## config.mk

```make
export PLATFORM = sky130hd
export DESIGN_NAME = dns_answer_record_extractor_unit_flat
export DESIGN_NICKNAME = d
export VERILOG_FILES = /design/src/rtl/darx_pkg.sv /design/src/rtl/darx_if.sv /design/src/rtl/dns_answer_record_extractor_unit.sv /design/src/rtl/darx_in_stage.sv /design/src/rtl/darx_parser.sv /design/src/rtl/darx_out_stage.sv /design/src/flat_wrapper.sv
export SDC_FILE = /design/constraint.sdc
export NUM_CORES = 1
export LEC_CHECK = 0
export BUFFER_PORTS_ARGS = -buffer_cell sky130_fd_sc_hd__buf_2
export CORE_MARGIN = 3
export CORE_UTILIZATION = 31
export DETAILED_ROUTE_END_ITERATION = 10
export PLACE_DENSITY = 0.45
export SYNTH_ARGS = -nofsm -noshare
export SYNTH_HDL_FRONTEND = slang
export SYNTH_SLANG_ARGS = --single-unit
```

## constraint.sdc

```tcl
create_clock -name clk_i -period 12.1 [get_ports clk_i]
set_input_delay 1.815 -clock clk_i [delete_from_list [all_inputs] [get_ports clk_i]]
set_output_delay 1.815 -clock clk_i [all_outputs]
set_load 0.02 [all_outputs]
```

## src/rtl/darx_pkg.sv

```systemverilog
// Shared types and constants for the DNS answer record extractor.
package darx_pkg;

  // Result status codes.
  localparam logic [1:0] STATUS_COMPLETE  = 2'd0;
  localparam logic [1:0] STATUS_TRUNCATED = 2'd1;
  localparam logic [1:0] STATUS_NONE      = 2'd2;

  typedef struct packed {
    logic [7:0] packet_byte;
    logic       end_of_packet;
  } byte_t;

  typedef struct packed {
    logic [16:0] record_index;
    logic [15:0] name_offset;
    logic [15:0] record_type;
    logic [15:0] record_class;
    logic [31:0] time_to_live;
    logic [15:0] rdata_length;
    logic [15:0] rdata_offset;
    logic [31:0] ipv4_address;
    logic [1:0]  status;
    logic        final_res;
  } rec_t;

endpackage

```

## src/rtl/darx_if.sv

```systemverilog
// Stream interfaces for message bytes, extracted records and configuration writes.
interface darx_byte_if;
  logic       valid;
  logic       ready;
  logic [7:0] packet_byte;
  logic       end_of_packet;

  modport source (output valid, output packet_byte, output end_of_packet, input ready);
  modport sink   (input valid, input packet_byte, input end_of_packet, output ready);
endinterface

interface darx_rec_if;
  logic        valid;
  logic        ready;
  logic [16:0] record_index;
  logic [15:0] name_offset;
  logic [15:0] record_type;
  logic [15:0] record_class;
  logic [31:0] time_to_live;
  logic [15:0] rdata_length;
  logic [15:0] rdata_offset;
  logic [31:0] ipv4_address;
  logic [1:0]  status;
  logic        final_res;

  modport source (output valid, output record_index, output name_offset, output record_type,
                  output record_class, output time_to_live, output rdata_length,
                  output rdata_offset, output ipv4_address, output status,
                  output final_res, input ready);
  modport sink   (input valid, input record_index, input name_offset, input record_type,
                  input record_class, input time_to_live, input rdata_length,
                  input rdata_offset, input ipv4_address, input status,
                  input final_res, output ready);
  modport monitor (input valid, input ready, input record_index, input name_offset,
                   input record_type, input record_class, input time_to_live,
                   input rdata_length, input rdata_offset, input ipv4_address,
                   input status, input final_res);
endinterface

interface darx_cfg_if;
  logic valid;
  logic ready;
  logic address_types_only;

  modport source (output valid, output address_types_only, input ready);
  modport sink   (input valid, input address_types_only, output ready);
endinterface

```

## src/rtl/dns_answer_record_extractor_unit.sv

```systemverilog
// An accepted byte is registered in the input stage, and its result in the result register.
// Throughput: one byte per cycle; the record channel stalls bytes only when
// a byte has a result and the result register is still full.
// Reset clears the parse state and the valid bits of both stage registers; the type filter
// register comes out of reset set to address types only.
module dns_answer_record_extractor_unit import darx_pkg::*; #(
  parameter int MAX_MESSAGE_BYTES = 65535
) (
  input  logic       clk_i,
  input  logic       rst_ni,
  darx_byte_if.sink  byte_i,
  darx_cfg_if.sink   cfg_i,
  darx_rec_if.source rec_o
);

  logic  addr_only_q;
  logic  in_valid;
  byte_t in_data;
  logic  has_result;
  rec_t  result;
  logic  out_free;
  logic  advance;

  assign cfg_i.ready = 1'b1;

  always_ff @(posedge clk_i or negedge rst_ni) begin
    if (!rst_ni) begin
      addr_only_q <= 1'b1;
    end else if (cfg_i.valid) begin
      addr_only_q <= cfg_i.address_types_only;
    end
  end

  // A byte without a result moves on even while the result register is full.
  assign advance = in_valid && (!has_result || out_free);

  darx_in_stage u_in (
    .clk_i     (clk_i),
    .rst_ni    (rst_ni),
    .byte_i    (byte_i),
    .advance_i (advance),
    .valid_o   (in_valid),
    .data_o    (in_data)
  );

  darx_parser #(
    .MAX_MESSAGE_BYTES (MAX_MESSAGE_BYTES)
  ) u_parser (
    .clk_i        (clk_i),
    .rst_ni       (rst_ni),
    .commit_i     (advance),
    .data_i       (in_data),
    .addr_only_i  (addr_only_q),
    .has_result_o (has_result),
    .result_o     (result)
  );

  darx_out_stage u_out (
    .clk_i  (clk_i),
    .rst_ni (rst_ni),
    .load_i (advance && has_result),
    .data_i (result),
    .free_o (out_free),
    .rec_o  (rec_o)
  );

endmodule

```

## src/rtl/darx_in_stage.sv

```systemverilog
// Input register that holds one accepted message byte for the parser.
module darx_in_stage import darx_pkg::*; (
  input  logic              clk_i,
  input  logic              rst_ni,
  darx_byte_if.sink         byte_i,
  input  logic              advance_i,
  output logic              valid_o,
  output byte_t             data_o
);

  logic  valid_q, valid_d;
  byte_t data_q;

  assign byte_i.ready = !valid_q || advance_i;

  always_comb begin
    valid_d = valid_q;
    if (byte_i.ready) begin
      valid_d = byte_i.valid;
    end
  end

  always_ff @(posedge clk_i or negedge rst_ni) begin
    if (!rst_ni) begin
      valid_q <= 1'b0;
    end else begin
      valid_q <= valid_d;
    end
  end

  always_ff @(posedge clk_i) begin
    if (byte_i.valid && byte_i.ready) begin
      data_q.packet_byte   <= byte_i.packet_byte;
      data_q.end_of_packet <= byte_i.end_of_packet;
    end
  end

  assign valid_o = valid_q;
  assign data_o  = data_q;

endmodule

```

## src/rtl/darx_parser.sv

```systemverilog
// Message parse state and the per-byte next-state and result logic.
module darx_parser import darx_pkg::*; #(
  parameter int MAX_MESSAGE_BYTES = 65535
) (
  input  logic  clk_i,
  input  logic  rst_ni,
  input  logic  commit_i,
  input  byte_t data_i,
  input  logic  addr_only_i,
  output logic  has_result_o,
  output rec_t  result_o
);

  localparam logic [3:0] PH_HDR    = 4'd0;
  localparam logic [3:0] PH_QLEN   = 4'd1;
  localparam logic [3:0] PH_QLABEL = 4'd2;
  localparam logic [3:0] PH_QPTR   = 4'd3;
  localparam logic [3:0] PH_QFIX   = 4'd4;
  localparam logic [3:0] PH_RSTART = 4'd5;
  localparam logic [3:0] PH_RLEN   = 4'd6;
  localparam logic [3:0] PH_RLABEL = 4'd7;
  localparam logic [3:0] PH_RPTR   = 4'd8;
  localparam logic [3:0] PH_RFIX   = 4'd9;
  localparam logic [3:0] PH_RDATA  = 4'd10;

  localparam logic [15:0] TYPE_A     = 16'd1;
  localparam logic [15:0] TYPE_IPV6  = 16'd28;
  localparam logic [15:0] TYPE_ALIAS = 16'd5;
  localparam logic [15:0] POS_LIMIT  = 16'(MAX_MESSAGE_BYTES);
  localparam logic [15:0] POS_MAX    = 16'hFFFF;

  logic [15:0] pos_q, pos_d;
  logic [3:0]  phase_q, phase_d;
  logic [16:0] remaining_q, remaining_d;
  logic [16:0] seen_q, seen_d;
  logic [31:0] shift_q, shift_d;
  logic [15:0] left_q, left_d;
  logic [15:0] rtype_q, rtype_d;
  logic [15:0] rclass_q, rclass_d;
  logic [31:0] ttl_q, ttl_d;
  logic [15:0] rlen_q, rlen_d;
  logic [31:0] ip_q, ip_d;
  logic [15:0] name_off_q, name_off_d;
  logic [15:0] rdata_off_q, rdata_off_d;
  logic        stopped_q, stopped_d;

  logic [7:0]  b;
  logic [31:0] fshift;
  logic [15:0] hdr_word;
  logic [15:0] data_idx;
  logic        rec_name;
  logic        complete;
  logic        report;
  logic        truncated;

  assign b        = data_i.packet_byte;
  assign fshift   = {shift_q[23:0], b};
  assign hdr_word = {shift_q[7:0], b};
  assign data_idx = rlen_q - left_q;
  assign rec_name = (phase_q != PH_QLEN);

  always_comb begin
    pos_d       = pos_q;
    phase_d     = phase_q;
    remaining_d = remaining_q;
    seen_d      = seen_q;
    shift_d     = shift_q;
    left_d      = left_q;
    rtype_d     = rtype_q;
    rclass_d    = rclass_q;
    ttl_d       = ttl_q;
    rlen_d      = rlen_q;
    ip_d        = ip_q;
    name_off_d  = name_off_q;
    rdata_off_d = rdata_off_q;
    stopped_d   = stopped_q;
    complete    = 1'b0;

    if (!stopped_q && (pos_q < POS_LIMIT)) begin
      unique case (phase_q)
        PH_HDR: begin
          if (pos_q == 16'd6 || pos_q == 16'd7) begin
            remaining_d = {1'b0, remaining_q[7:0], b};
          end else if (pos_q == 16'd8 || pos_q == 16'd9) begin
            shift_d = {16'h0000, hdr_word};
          end
          if (pos_q == 16'd9) begin
            remaining_d = remaining_q + {1'b0, hdr_word};
            shift_d     = '0;
          end
          if (pos_q >= 16'd11) begin
            phase_d = PH_QLEN;
          end
        end
        PH_QLEN, PH_RSTART, PH_RLEN: begin
          if (phase_q == PH_RSTART) begin
            rtype_d     = '0;
            rclass_d    = '0;
            ttl_d       = '0;
            rlen_d      = '0;
            ip_d        = '0;
            rdata_off_d = '0;
            name_off_d  = pos_q;
          end
          // A zero byte ends the name, top bits 11 mark a compression pointer.
          if (b == 8'h00) begin
            phase_d = rec_name ? PH_RFIX : PH_QFIX;
            left_d  = rec_name ? 16'd10 : 16'd4;
            shift_d = '0;
          end else if (b[7:6] == 2'b11) begin
            phase_d = rec_name ? PH_RPTR : PH_QPTR;
          end else begin
            left_d  = {8'h00, b};
            phase_d = rec_name ? PH_RLABEL : PH_QLABEL;
          end
        end
        PH_QLABEL, PH_RLABEL: begin
          left_d = left_q - 16'd1;
          if (left_q == 16'd1) begin
            phase_d = (phase_q == PH_QLABEL) ? PH_QLEN : PH_RLEN;
          end
        end
        PH_QPTR: begin
          phase_d = PH_QFIX;
          left_d  = 16'd4;
        end
        PH_QFIX: begin
          left_d = left_q - 16'd1;
          if (left_q == 16'd1) begin
            if (remaining_q == '0) begin
              stopped_d = 1'b1;
            end else begin
              phase_d = PH_RSTART;
            end
          end
        end
        PH_RPTR: begin
          phase_d = PH_RFIX;
          left_d  = 16'd10;
          shift_d = '0;
        end
        PH_RFIX: begin
          left_d  = left_q - 16'd1;
          shift_d = fshift;
          if (left_d == 16'd8) begin
            rtype_d = fshift[15:0];
            shift_d = '0;
          end else if (left_d == 16'd6) begin
            rclass_d = fshift[15:0];
            shift_d  = '0;
          end else if (left_d == 16'd2) begin
            ttl_d   = fshift;
            shift_d = '0;
          end else if (left_d == 16'd0) begin
            rlen_d      = fshift[15:0];
            ip_d        = '0;
            rdata_off_d = pos_q + 16'd1;
            shift_d     = '0;
            if (fshift[15:0] == 16'd0) begin
              complete = 1'b1;
            end else begin
              left_d  = fshift[15:0];
              phase_d = PH_RDATA;
            end
          end
        end
        PH_RDATA: begin
          if (rtype_q == TYPE_A && data_idx < 16'd4) begin
            ip_d = {ip_q[23:0], b};
          end
          left_d   = left_q - 16'd1;
          complete = (left_q == 16'd1);
        end
        default: begin
          stopped_d = 1'b1;
        end
      endcase
    end

    report = complete && (!addr_only_i || rtype_d == TYPE_A || rtype_d == TYPE_IPV6 ||
                          rtype_d == TYPE_ALIAS);

    if (complete) begin
      seen_d      = seen_q + 17'd1;
      remaining_d = remaining_q - 17'd1;
      if (remaining_q == 17'd1) begin
        stopped_d = 1'b1;
      end else begin
        phase_d = PH_RSTART;
      end
    end

    truncated = !stopped_d && (phase_d >= PH_RLEN) && (phase_d <= PH_RDATA);

    result_o.record_index = seen_q;
    result_o.name_offset  = name_off_d;
    result_o.record_type  = rtype_d;
    result_o.record_class = rclass_d;
    result_o.time_to_live = ttl_d;
    result_o.rdata_length = rlen_d;
    result_o.rdata_offset = rdata_off_d;
    result_o.ipv4_address = ip_d;
    result_o.status       = report ? STATUS_COMPLETE : STATUS_TRUNCATED;
    result_o.final_res    = data_i.end_of_packet;
    if (data_i.end_of_packet && !report && !truncated) begin
      result_o        = '0;
      result_o.status = STATUS_NONE;
      result_o.final_res = 1'b1;
    end
    has_result_o = report || data_i.end_of_packet;

    // The last byte of a message returns all parse state to its start.
    if (data_i.end_of_packet) begin
      pos_d       = '0;
      phase_d     = PH_HDR;
      remaining_d = '0;
      seen_d      = '0;
      shift_d     = '0;
      left_d      = '0;
      rtype_d     = '0;
      rclass_d    = '0;
      ttl_d       = '0;
      rlen_d      = '0;
      ip_d        = '0;
      name_off_d  = '0;
      rdata_off_d = '0;
      stopped_d   = 1'b0;
    end else if (pos_q != POS_MAX) begin
      pos_d = pos_q + 16'd1;
    end
  end

  always_ff @(posedge clk_i or negedge rst_ni) begin
    if (!rst_ni) begin
      pos_q       <= '0;
      phase_q     <= PH_HDR;
      remaining_q <= '0;
      seen_q      <= '0;
      shift_q     <= '0;
      left_q      <= '0;
      rtype_q     <= '0;
      rclass_q    <= '0;
      ttl_q       <= '0;
      rlen_q      <= '0;
      ip_q        <= '0;
      name_off_q  <= '0;
      rdata_off_q <= '0;
      stopped_q   <= 1'b0;
    end else if (commit_i) begin
      pos_q       <= pos_d;
      phase_q     <= phase_d;
      remaining_q <= remaining_d;
      seen_q      <= seen_d;
      shift_q     <= shift_d;
      left_q      <= left_d;
      rtype_q     <= rtype_d;
      rclass_q    <= rclass_d;
      ttl_q       <= ttl_d;
      rlen_q      <= rlen_d;
      ip_q        <= ip_d;
      name_off_q  <= name_off_d;
      rdata_off_q <= rdata_off_d;
      stopped_q   <= stopped_d;
    end
  end

endmodule

```

## src/rtl/darx_out_stage.sv

```systemverilog
// Result register that drives the record channel.
module darx_out_stage import darx_pkg::*; (
  input  logic        clk_i,
  input  logic        rst_ni,
  input  logic        load_i,
  input  rec_t        data_i,
  output logic        free_o,
  darx_rec_if.source  rec_o
);

  logic valid_q, valid_d;
  rec_t data_q;

  assign free_o = !valid_q || rec_o.ready;

  always_comb begin
    valid_d = valid_q;
    if (rec_o.ready) begin
      valid_d = 1'b0;
    end
    if (load_i) begin
      valid_d = 1'b1;
    end
  end

  always_ff @(posedge clk_i or negedge rst_ni) begin
    if (!rst_ni) begin
      valid_q <= 1'b0;
    end else begin
      valid_q <= valid_d;
    end
  end

  always_ff @(posedge clk_i) begin
    if (load_i) begin
      data_q <= data_i;
    end
  end

  assign rec_o.valid        = valid_q;
  assign rec_o.record_index = data_q.record_index;
  assign rec_o.name_offset  = data_q.name_offset;
  assign rec_o.record_type  = data_q.record_type;
  assign rec_o.record_class = data_q.record_class;
  assign rec_o.time_to_live = data_q.time_to_live;
  assign rec_o.rdata_length = data_q.rdata_length;
  assign rec_o.rdata_offset = data_q.rdata_offset;
  assign rec_o.ipv4_address = data_q.ipv4_address;
  assign rec_o.status       = data_q.status;
  assign rec_o.final_res    = data_q.final_res;

endmodule

```

## src/flat_wrapper.sv

```systemverilog
// flat-port wrapper written by rule: the top's interface ports become plain ports
module dns_answer_record_extractor_unit_flat import darx_pkg::*;
#(
  parameter int MAX_MESSAGE_BYTES = 65535
)
  (clk_i, rst_ni, byte_i_valid, byte_i_packet_byte, byte_i_end_of_packet, byte_i_ready, cfg_i_valid, cfg_i_address_types_only, cfg_i_ready, rec_o_valid, rec_o_record_index, rec_o_name_offset, rec_o_record_type, rec_o_record_class, rec_o_time_to_live, rec_o_rdata_length, rec_o_rdata_offset, rec_o_ipv4_address, rec_o_status, rec_o_final_res, rec_o_ready);
  darx_byte_if byte_i_i ();
  darx_cfg_if cfg_i_i ();
  darx_rec_if rec_o_i ();
  input  logic clk_i;
  input  logic rst_ni;
  input wire logic [$bits(byte_i_i.valid)-1:0] byte_i_valid;
  input wire logic [$bits(byte_i_i.packet_byte)-1:0] byte_i_packet_byte;
  input wire logic [$bits(byte_i_i.end_of_packet)-1:0] byte_i_end_of_packet;
  output wire logic [$bits(byte_i_i.ready)-1:0] byte_i_ready;
  input wire logic [$bits(cfg_i_i.valid)-1:0] cfg_i_valid;
  input wire logic [$bits(cfg_i_i.address_types_only)-1:0] cfg_i_address_types_only;
  output wire logic [$bits(cfg_i_i.ready)-1:0] cfg_i_ready;
  output wire logic [$bits(rec_o_i.valid)-1:0] rec_o_valid;
  output wire logic [$bits(rec_o_i.record_index)-1:0] rec_o_record_index;
  output wire logic [$bits(rec_o_i.name_offset)-1:0] rec_o_name_offset;
  output wire logic [$bits(rec_o_i.record_type)-1:0] rec_o_record_type;
  output wire logic [$bits(rec_o_i.record_class)-1:0] rec_o_record_class;
  output wire logic [$bits(rec_o_i.time_to_live)-1:0] rec_o_time_to_live;
  output wire logic [$bits(rec_o_i.rdata_length)-1:0] rec_o_rdata_length;
  output wire logic [$bits(rec_o_i.rdata_offset)-1:0] rec_o_rdata_offset;
  output wire logic [$bits(rec_o_i.ipv4_address)-1:0] rec_o_ipv4_address;
  output wire logic [$bits(rec_o_i.status)-1:0] rec_o_status;
  output wire logic [$bits(rec_o_i.final_res)-1:0] rec_o_final_res;
  input wire logic [$bits(rec_o_i.ready)-1:0] rec_o_ready;
  assign byte_i_i.valid = byte_i_valid;
  assign byte_i_i.packet_byte = byte_i_packet_byte;
  assign byte_i_i.end_of_packet = byte_i_end_of_packet;
  assign byte_i_ready = byte_i_i.ready;
  assign cfg_i_i.valid = cfg_i_valid;
  assign cfg_i_i.address_types_only = cfg_i_address_types_only;
  assign cfg_i_ready = cfg_i_i.ready;
  assign rec_o_valid = rec_o_i.valid;
  assign rec_o_record_index = rec_o_i.record_index;
  assign rec_o_name_offset = rec_o_i.name_offset;
  assign rec_o_record_type = rec_o_i.record_type;
  assign rec_o_record_class = rec_o_i.record_class;
  assign rec_o_time_to_live = rec_o_i.time_to_live;
  assign rec_o_rdata_length = rec_o_i.rdata_length;
  assign rec_o_rdata_offset = rec_o_i.rdata_offset;
  assign rec_o_ipv4_address = rec_o_i.ipv4_address;
  assign rec_o_status = rec_o_i.status;
  assign rec_o_final_res = rec_o_i.final_res;
  assign rec_o_i.ready = rec_o_ready;
  dns_answer_record_extractor_unit #(.MAX_MESSAGE_BYTES(MAX_MESSAGE_BYTES)) u_core (.clk_i(clk_i), .rst_ni(rst_ni), .byte_i(byte_i_i), .cfg_i(cfg_i_i), .rec_o(rec_o_i));
endmodule
```

### Word-level counts from Yosys, hierarchy flattened

Index checks and enable logic that the tools add are counted.
W data, S select, Z words.

* memory bits (writable): 0
* bits in read-only memories: 0
* register bits after elaboration: 415
* bits in latches: 0
* output and inout bits: 167
* memories: 0

* muxes and demuxes: 116
* shifts and indexed selects: 0
* $lt $le $gt $ge: 5
* add/subtract/negate cells: 6
* divide/modulo/power cells: 0
* bitwise operators: 0
* equal/unequal tests: 30
* reductions and logical operators: 50
* $mul: 0

Operator list (number)
* $mux W16: 38
* $mux W32: 14
* $mux W24: 10
* $mux W17: 8
* $pmux W16 S2: 4
* $pmux W24 S4: 1
* $pmux W32 S3: 1
* $pmux W16 S5: 1
* $mux W4: 18
* $eq A16 B3 Y1 const B: 4
* $pmux W32 S2: 1
* $eq A16 B1 Y1 const B: 3
* $eq A16 B4 Y1 const B: 3
* $logic_not A16 Y1: 2
* $pmux W4 S7: 1
* $add A17 B1 Y17 const B: 1
* $add A17 B16 Y17: 1
* $eq A17 B1 Y1 const B: 1
* $logic_not A17 Y1: 1
* $sub A17 B1 Y17 const B: 1
* $add A16 B1 Y16 const B: 1
* $eq A16 B2 Y1 const B: 1
* $eq A16 B5 Y1 const B: 1
* $eq A4 B3 Y1 const B: 4
* other kinds (35): 86

### Longest topological paths before layout

Gate-level depths: netlist of the first run.

* depth in word-level cells: 16
* mapped depth: 19
* gate-level depth less buffers: 14

### Cells and area by module

Synthesis of the first run repeated with hierarchy kept, for this count alone.

* cell total of the unflattened synthesis: 2233
* area total of the unflattened synthesis: 22105.0 um2

Modules (own cells, without submodules)
* darx_parser: sequential area each 5980.7 um2, instances 1, cells an instance 2046, area an instance 16738.6 um2
* darx_out_stage: sequential area each 4949.7 um2, instances 1, cells an instance 167, area an instance 4972.3 um2
* darx_in_stage: sequential area each 295.3 um2, instances 1, cells an instance 13, area an instance 324.1 um2
* dns_answer_record_extractor_unit: sequential area each 26.3 um2, instances 1, cells an instance 7, area an instance 70.1 um2

### Least setup slack after synthesis of the first run

Ideal clock, no wire load.

* path kind: register to register
* start point: register u_core.u_parser.left_q[3]
* end point: register u_core.u_out.data_q (netlist bit u_core.u_out.rec_o.final_res), enable pin
* stages on the path, launching flop included: 14
* path buffers: 3
* path slack: 1326 ps
* period minus slack after synthesis: 10774 ps
* arrival: 10084 ps
* required time: 11410 ps
* setup time: 690 ps
* cell sequence: dfrtp_1 buf_6 or4_4 nor3_2 mux2_2 nor4b_4 and3_1 buf_4 a22o_1 and4_4 o2111a_1 a211oi_2 buf_4 nor2_1

* longest elaborated chain between the ends: 15

RTL lines
* start, declared: line darx_parser.sv:37 `logic [15:0] left_q, left_d;`
* start signal, assigned: line darx_parser.sv:255 `left_q <= left_d;`
* $sub A16 B1 Y16: line darx_parser.sv:143 `left_d = left_q - 16'd1;`
* $eq A16 B4 Y1: line darx_parser.sv:145 `if (left_d == 16'd8) begin`
* $mux W16: line darx_parser.sv:145
* $pmux W16 S2: line darx_parser.sv:80 `unique case (phase_q)`
* $mux W16: line darx_parser.sv:79 `if (!stopped_q && (pos_q < POS_LIMIT)) begin`
* $eq A16 B1 Y1: line darx_parser.sv:180 `report = complete && (!addr_only_i || rtype_d == TYPE_A || rtype_d == TYPE_IPV6 ||`
* $logic_or A1 B1 Y1 (3 in a row): line darx_parser.sv:180
* $logic_and A1 B1 Y1 (*): line darx_parser.sv:180
* $logic_or A1 B1 Y1 (*): line darx_parser.sv:210 `has_result_o = report || data_i.end_of_packet;`
* $logic_not A1 Y1: line dns_answer_record_extractor_unit.sv:35 `assign advance = in_valid && (!has_result || out_free);`
* $logic_or A1 B1 Y1: line dns_answer_record_extractor_unit.sv:35
* $logic_and A1 B1 Y1: line dns_answer_record_extractor_unit.sv:35
* $logic_and A1 B1 Y1 (*): line dns_answer_record_extractor_unit.sv:61 `.load_i (advance && has_result),`
* via u_core.u_out.load_i: line darx_out_stage.sv:5 `input logic load_i,`
* end signal, assigned: line darx_out_stage.sv:36 `data_q <= data_i;`
* end, declared: line darx_out_stage.sv:12 `rec_t data_q;`

Mark *: on every way through the listed nets, which the timed path passes. The rest lies on a longest branch.
A chain may end at the register's enable or synchronous reset.

### Final worst setup path of the first run

* start point: register u_core.u_parser.left_q[1]
* end point: output byte_i_ready

* longest elaborated chain between the ends: 15

RTL lines
* $sub A16 B1 Y16: line darx_parser.sv:143
* $eq A16 B4 Y1: line darx_parser.sv:145
* $mux W16: line darx_parser.sv:145
* $pmux W16 S2: line darx_parser.sv:80
* $mux W16: line darx_parser.sv:79
* $eq A16 B1 Y1: line darx_parser.sv:180
* $logic_or A1 B1 Y1 (3 in a row): line darx_parser.sv:180
* $logic_and A1 B1 Y1 (*): line darx_parser.sv:180
* $logic_or A1 B1 Y1 (*): line darx_parser.sv:210
* $logic_not A1 Y1 (*): line dns_answer_record_extractor_unit.sv:35
* $logic_or A1 B1 Y1 (*): line dns_answer_record_extractor_unit.sv:35
* $logic_and A1 B1 Y1 (*): line dns_answer_record_extractor_unit.sv:35
* $logic_or A1 B1 Y1 (*): line darx_in_stage.sv:14 `assign byte_i.ready = !valid_q || advance_i;`
* end, declared: line flat_wrapper.sv:15 `output wire logic [$bits(byte_i_i.ready)-1:0] byte_i_ready;`

Every way passes the cells marked *; elsewhere a longest branch is shown, timed or not.

==> results of run 1 <==
worst min path at each step:
stage / start / to / slack, ns / cells after the start
floorplan: u_core.u_parser.remaining_q[16] / u_core.u_parser.remaining_q[16] / 0.46 / 1
global placement: u_core.u_parser.ttl_q[31] / u_core.u_parser.ttl_q[31] / 0.47 / 2
detailed placement: u_core.u_parser.rdata_off_q[5] / u_core.u_parser.rdata_off_q[5] / 0.47 / 1
CTS: u_core.u_parser.rdata_off_q[5] / u_core.u_parser.rdata_off_q[5] / 0.49 / 1
global route: u_core.u_parser.rdata_off_q[3] / u_core.u_parser.rdata_off_q[3] / 0.51 / 1
finish: u_core.u_parser.rdata_off_q[14] / u_core.u_parser.rdata_off_q[14] / 0.49 / 1
synth_stat cells, types with 7 or more instances:
library cell | instances | area share
a21o_1 | 18 | 0.0065
a21oi_1 | 99 | 0.024
a22o_1 | 133 | 0.056
a22oi_1 | 124 | 0.045
a31oi_1 | 15 | 0.0045
and2_1 | 8 | 0.0024
and3_1 | 12 | 0.0036
buf_2 | 25 | 0.0060
clkbuf_1 | 120 | 0.022
dfrtp_1 | 241 | 0.29
edfxtp_1 | 173 | 0.25
ha_1 | 42 | 0.025
inv_1 | 50 | 0.0090
mux2i_1 | 8 | 0.0038
nand2_1 | 215 | 0.039
nand2b_1 | 16 | 0.0048
nand3_1 | 49 | 0.012
nand4_1 | 17 | 0.0051
nor2_1 | 228 | 0.041
nor2b_1 | 28 | 0.0084
nor3_1 | 36 | 0.0087
nor3_2 | 8 | 0.0038
nor4_1 | 19 | 0.0057
o211ai_1 | 15 | 0.0054
o21a_1 | 7 | 0.0025
o21ai_0 | 118 | 0.028
o2bb2ai_1 | 10 | 0.0042
o31ai_1 | 19 | 0.0069
or2_2 | 7 | 0.0021
or3_1 | 9 | 0.0027
or4_1 | 14 | 0.0050
xnor2_1 | 26 | 0.011
xor2_1 | 12 | 0.0050
metal layers:
metal,global-route usage,share of wire
met5,0,0
met4,0.0545,0.026
met3,0.0329,0.055
met2,0.308,0.46
met1,0.263,0.45
flip-flops by register name, summed over array words and instances (netlist names), 17 cells and up:
signal / flops
u_core.u_out.rec_o.ipv4_address: 32
u_core.u_out.rec_o.time_to_live: 32
u_core.u_parser.ip_q: 32
u_core.u_parser.ttl_q: 32
u_core.u_parser.shift_q: 24
u_core.u_out.rec_o.record_index: 17
u_core.u_parser.remaining_q: 17
u_core.u_parser.seen_q: 17
through the flow:
stage                     cell area, µm²  instances   util  hold WS, ns
after global placement             22600       2972  0.341        0.472
after detailed placement           22600       2972  0.341        0.474
after global routing               24100       3059  0.365        0.505
after floorplan                    20800       2038      -        0.455
final                              24100       3059  0.365        0.491
after CTS                          24100       3059  0.365        0.493
cell usage in the layout, fill, tap and decap left out, types with 45 or more instances in the layout:
cell / count
dfrtp_1: 241
a22o_1: 133
inv_1: 50
a21oi_1: 99
edfxtp_1: 173
a22oi_1: 124
nand2_1: 215
buf_2: 179
clkbuf_16: 49
nor2_1: 223
nand3_1: 49
buf_4: 45
o21ai_0: 118
worst max-delay path, delay by kind of cell, from the launching register on:
| kind | cells | cell delay, ns |
|---|---|---|
| AOI/OAI and AO/OA | 4 | 0.80 |
| adders and majority gates | 1 | 0.39 |
| DFF | 1 | 0.48 |
| buffers and inverters | 3 | 0.55 |
| and+or+nand+nor | 6 | 2.69 |
report_power, final:
group	switching, mW	total, mW	leakage, nW	internal [mW]
Clock	0.588	1.44	0.756	0.855
Sequential	0.143	1.71	4.97	1.56
Combinational	0.650	0.968	4.02	0.319
cell type report:
cell class,count,area [µm²],area share
clock buffer,65,1340,0.0554
clock inverter,22,210,0.00872
inverter,51,191,0.00794
multi-input combinational,1417,8790,0.364
sequential,415,11300,0.467
tap,864,1080,0.0448
timing repair buffer,225,1250,0.0518
kinds of logic (layout without fill, tap and decap cells):
kind of cell             after synthesis  in the layout  synth area share
XOR/XNOR                              38             38            0.0160
AO/OA/AOI/OAI                        636            636             0.216
multiplexers                           9              9           0.00439
other                                  1              1          0.000180
adder cells (fa/ha/maj)               43             43            0.0262
AND/OR/NAND/NOR                      690            690             0.156
flip-flops                           415            415             0.541
buffers and inverters                206            363            0.0405
==> flow_metrics.env, run 1 <==
export IMPL_ys_warn_count=0
export IMPL_status="finished clean"
export IMPL_reg2reg_from="u_core.u_parser.left_q[1]"
export IMPL_row_count=94
export IMPL_required_ns=10.28
export IMPL_synth_net_count=2096
export IMPL_io_pin_count=182
export IMPL_hpwl_mm=45.0
export IMPL_cts_tree="yes"
export IMPL_crit_type="reg -> out"
export IMPL_drv_slew=0
export IMPL_final_setup_viol_count=0
export IMPL_fillers=6648
export IMPL_avgSynthCellArea_um2=10.2
export IMPL_clkTransAtPathRegs_ns=0.06
export IMPL_fp_dieH_um=265
export IMPL_rsz0062_at_grt="false"
export IMPL_crit_path_start="u_core.u_parser.left_q[1]"
export IMPL_skew_ns=0.0127
export IMPL_grt_ovfl_total=0
export IMPL_cts_buffer_depth=3
export IMPL_cts_resized=0
export IMPL_worst_pin_slew_ns=1.30
export IMPL_cp_max_fo=20
export IMPL_die_area_um2=70300
export IMPL_cts_sinks=415
export IMPL_synth_distinct_cells=85
export IMPL_clock_insertion_delay_worst_skew_ns=0.58
export IMPL_first_pass_iters=5
export IMPL_cp_end_kind="output port"
export IMPL_pre_cts_ws_ns=5.43
export IMPL_grt_pass1_vias=16700
export IMPL_vdd_ir_drop_max_mv=0.0882
export IMPL_crit_path_top_delay_cell="and3_1"
export IMPL_antenna_cells=0
export IMPL_drtIter0Drc=1322
export IMPL_vias=16800
export IMPL_grt_pass1_wl_mm=105
export IMPL_synth_seq_area_share=0.541
export IMPL_cts_hold_repair_buffers=0
export IMPL_crit_chain="inv_1, ha_1, nor3b_4, a21oi_1, or3_4, nor4b_4, and3_1, a22o_1, and4_4, o2111a_1, a211oi_2, buf_4, or3b_2, buf_2"
export IMPL_antenna_found_initial=0
export IMPL_hold_class="reg -> reg"
export IMPL_syn_area_um2=20800
export IMPL_max_freq_mhz=137
export IMPL_drc=0
export IMPL_syn2layout_area_growth_pct=15.8
export IMPL_vias_per_cell=5.48
export IMPL_timing_rr_end="u_core.u_parser.ttl_q[25]"
export IMPL_max_stage_delay_ns=0.71
export IMPL_ys_ff_latch=415
export IMPL_htreeDepth=2
export IMPL_finalSetupTns_ns=0
export IMPL_r2r_setup_slack_ns=5.72
export IMPL_synth_cells=2038
export IMPL_routed_wirelength_mm=67.7
export IMPL_wl_per_cell_um=22.1
export IMPL_critPathCapture="byte_i_ready"
export IMPL_drive_above_1_share=0.158
export IMPL_power_mw=4.12
export IMPL_io_buffers=180
export IMPL_antenna_left=0
export IMPL_initial_core_util=0.315
export IMPL_startpoint_type="flop"
export IMPL_power_density_nw_per_um2=171
export IMPL_cts_buffers=47
export IMPL_routabilityCongestion=0.860
export IMPL_synth_edf_count=173
export IMPL_relSlewSlack=0.136
export IMPL_grt_max_degree=104
export IMPL_die_w_um=265
export IMPL_cellLeakagePower_nw=9.74
export IMPL_yosys_most_used_dff="dfrtp_1"
export IMPL_post_cts_buffers=0
export IMPL_final_hold_viol_count=0
export IMPL_fin_crit_sh=0.603
export IMPL_async_reset_ff_frac=0.583
export IMPL_nets=2215
export IMPL_crit_arrival_ns=5.49
export IMPL_reg2reg_depth=16
export IMPL_timing_final_ws_setup_ns=4.80
export IMPL_grtUsageTotal=0.190
export IMPL_root_buffer="clkbuf_16"
export IMPL_core_area_um2=66100
export IMPL_cap_violations=0
export IMPL_finalCriticalPeriod_ns=7.30
(Power assumes the default switching activity.)
==> run 2: changes to the inputs <==
- clock period: 12.1 -> 7.3 ns (I/O delays scaled with it)
==> run 2 against run 1 <==
Compared with the run above:
- final cell count up 0.39%
- sequential power up 64%
- total power up 69%
- first-iteration DRC count about the same
- design area up 0.86%
- flip-flop and latch count unchanged
- routed wire length down 1.4%
- clock-buffer cell count down 10
- register-to-register slack worse by 4.5 ns
- largest cell class unchanged
==> flow_metrics.env, run 2 (same netlist as run 1, synthesis figures left out) <==
export IMPL_placed_area_um2=22700
export IMPL_whs_path_depth=1
export IMPL_relSlewSlack=0.206
export IMPL_skew_ns=0.0249
export IMPL_antenna_found_initial=0
export IMPL_mostFrequentLayoutCells="dfrtp_1, nor2_1, nand2_1, buf_2, edfxtp_1"
export IMPL_grt_pass1_wl_mm=104
export IMPL_hpwl_mm=44.0
export IMPL_die_area_um2=70300
export IMPL_fin_crit_sh=0.903
export IMPL_cellLeakagePower_nw=9.83
export IMPL_finalCriticalPeriod_ns=6.59
export IMPL_worst_pin_slew_ns=1.19
export IMPL_power_density_nw_per_um2=286
export IMPL_startpoint_type="flop"
export IMPL_cts_buffers=49
export IMPL_nets=2224
export IMPL_finalSetupTns_ns=0
export IMPL_drc=0
export IMPL_row_count=94
export IMPL_cts_resized=0
export IMPL_core_area_um2=66100
export IMPL_grtUsageTotal=0.187
export IMPL_final_setup_viol_count=0
export IMPL_antenna_left=0
export IMPL_max_freq_mhz=152
export IMPL_maxUsedRoutingLayer="met4"
export IMPL_met1Wirelength_mm=30.0
export IMPL_vias_per_cell=5.48
export IMPL_grt_ovfl_total=0
export IMPL_drv_slew=0
export IMPL_io_buffers=180
export IMPL_grt_pass1_vias=17100
export IMPL_grt_max_degree=108
export IMPL_final_hold_viol_count=0
export IMPL_vdd_ir_drop_max_mv=0.146
export IMPL_hold_class="reg -> reg"
export IMPL_status="finished clean"
export IMPL_rsz0062_at_grt="false"
export IMPL_htreeDepth=2
export IMPL_cts_hold_repair_buffers=0
export IMPL_wl_per_cell_um=21.7
export IMPL_routed_wirelength_mm=66.7
export IMPL_root_buffer="clkbuf_16"
export IMPL_crit_arrival_ns=5.50
export IMPL_cts_sinks=415
export IMPL_cap_violations=0
export IMPL_post_cts_buffers=0
export IMPL_die_w_um=265
export IMPL_layout_commonest_cell="dfrtp_1"
export IMPL_initial_core_util=0.315
export IMPL_crit_type="reg -> out"
export IMPL_routed_wl_met3_mm=3.43
export IMPL_cts_tree="yes"
export IMPL_reg2reg_depth=14
export IMPL_required_ns=6.20
export IMPL_routabilityCongestion=0.897
export IMPL_fp_dieH_um=265
export IMPL_clkTransAtPathRegs_ns=0.06
export IMPL_vias=16800
export IMPL_met2WireLength_mm=31.6
export IMPL_cts_buffer_depth=3
export IMPL_syn2layout_area_growth_pct=16.8
export IMPL_drtIter0Drc=1321
export IMPL_drive_above_1_share=0.164
export IMPL_cp_end_kind="output port"
export IMPL_clock_insertion_delay_worst_skew_ns=0.59
export IMPL_cp_max_fo=20
export IMPL_io_pin_count=182
export IMPL_final_area_um2=24300
export IMPL_first_pass_iters=5
run 2: cell count changes in the layout (fill, tap and decap cells not counted), moves of 2 or more:
cell,delta
buf_12,+5
buf_4,+2
bufinv_16,+2
clkbuf_1,-8
clkbuf_8,-3
clkinv_1,+3
clkinv_2,+2
clkinvlp_4,+5
run 2: path summary, 6_finish.rpt:
path | from | end | slack (ns)
worst max-delay path | u_core.u_parser.left_q[1] | byte_i_ready | 0.71
worst min-delay path | u_core.u_parser.rdata_off_q[7] | u_core.u_parser.rdata_off_q[7] | 0.49
worst max register to register | u_core.u_parser.left_q[1] | u_core.u_parser.rlen_q[8] | 1.24
worst min register to register | u_core.u_parser.rdata_off_q[7] | u_core.u_parser.rdata_off_q[7] | 0.49
max in group asynchronous | rst_ni | u_core.u_parser.ip_q[1] | 5.15
min in group asynchronous | rst_ni | u_core.u_parser.ttl_q[26] | 0.55
run 2: cell type report:
cell class | instances | area [µm²]
fill | 6616 | 41800
sequential | 415 | 11300
multi-input combinational | 1417 | 8780
timing repair buffer | 232 | 1360
clock buffer | 55 | 1290
tap | 864 | 1080
clock inverter | 36 | 354
inverter | 51 | 191
antenna | 1 | 2.50
run 2: worst max-delay path, stage by stage, from the launching register on:
cell      delay (ns)
dfrtp_1         0.47
inv_1           0.15
ha_1            0.42
nor3b_4         0.35
a21oi_1         0.15
or3_4           0.37
nor4b_4         0.52
and3_1          0.74
a22oi_2         0.18
and4_4          0.25
o2111a_1        0.31
a211oi_2        0.54
or3b_2          0.28
buf_2           0.18
run 2: routing by layer:
metal | GRT usage | vias up
met5 | 0 | -
met4 | 0.0532 | 0
met3 | 0.0277 | 98
met2 | 0.308 | 471
met1 | 0.258 | 8464
li1 | - | 7800
run 2: per-stage QoR:
stage | hold WS [ns] | setup slack (ns) | power [mW] | std cells | utilization
floorplan | 0.455 | 1.19 | 3.92 | 2038 | -
global placement | 0.470 | 1.53 | 4.45 | 2979 | 0.343
detailed placement | 0.474 | 1.33 | 4.47 | 2979 | 0.343
CTS | 0.493 | 0.721 | 7.01 | 3070 | 0.368
global route | 0.510 | 0.430 | 7.31 | 3070 | 0.368
finish | 0.493 | 0.710 | 6.95 | 3071 | 0.368
run 2: where the power goes:
| group | internal [mW] | leakage (nW) | switching [mW] |
|---|---|---|---|
| Combinational | 0.544 | 4.07 | 1.09 |
| Sequential | 2.59 | 4.97 | 0.214 |
| Clock | 1.48 | 0.790 | 1.03 |
| Total | 4.62 | 9.83 | 2.33 |
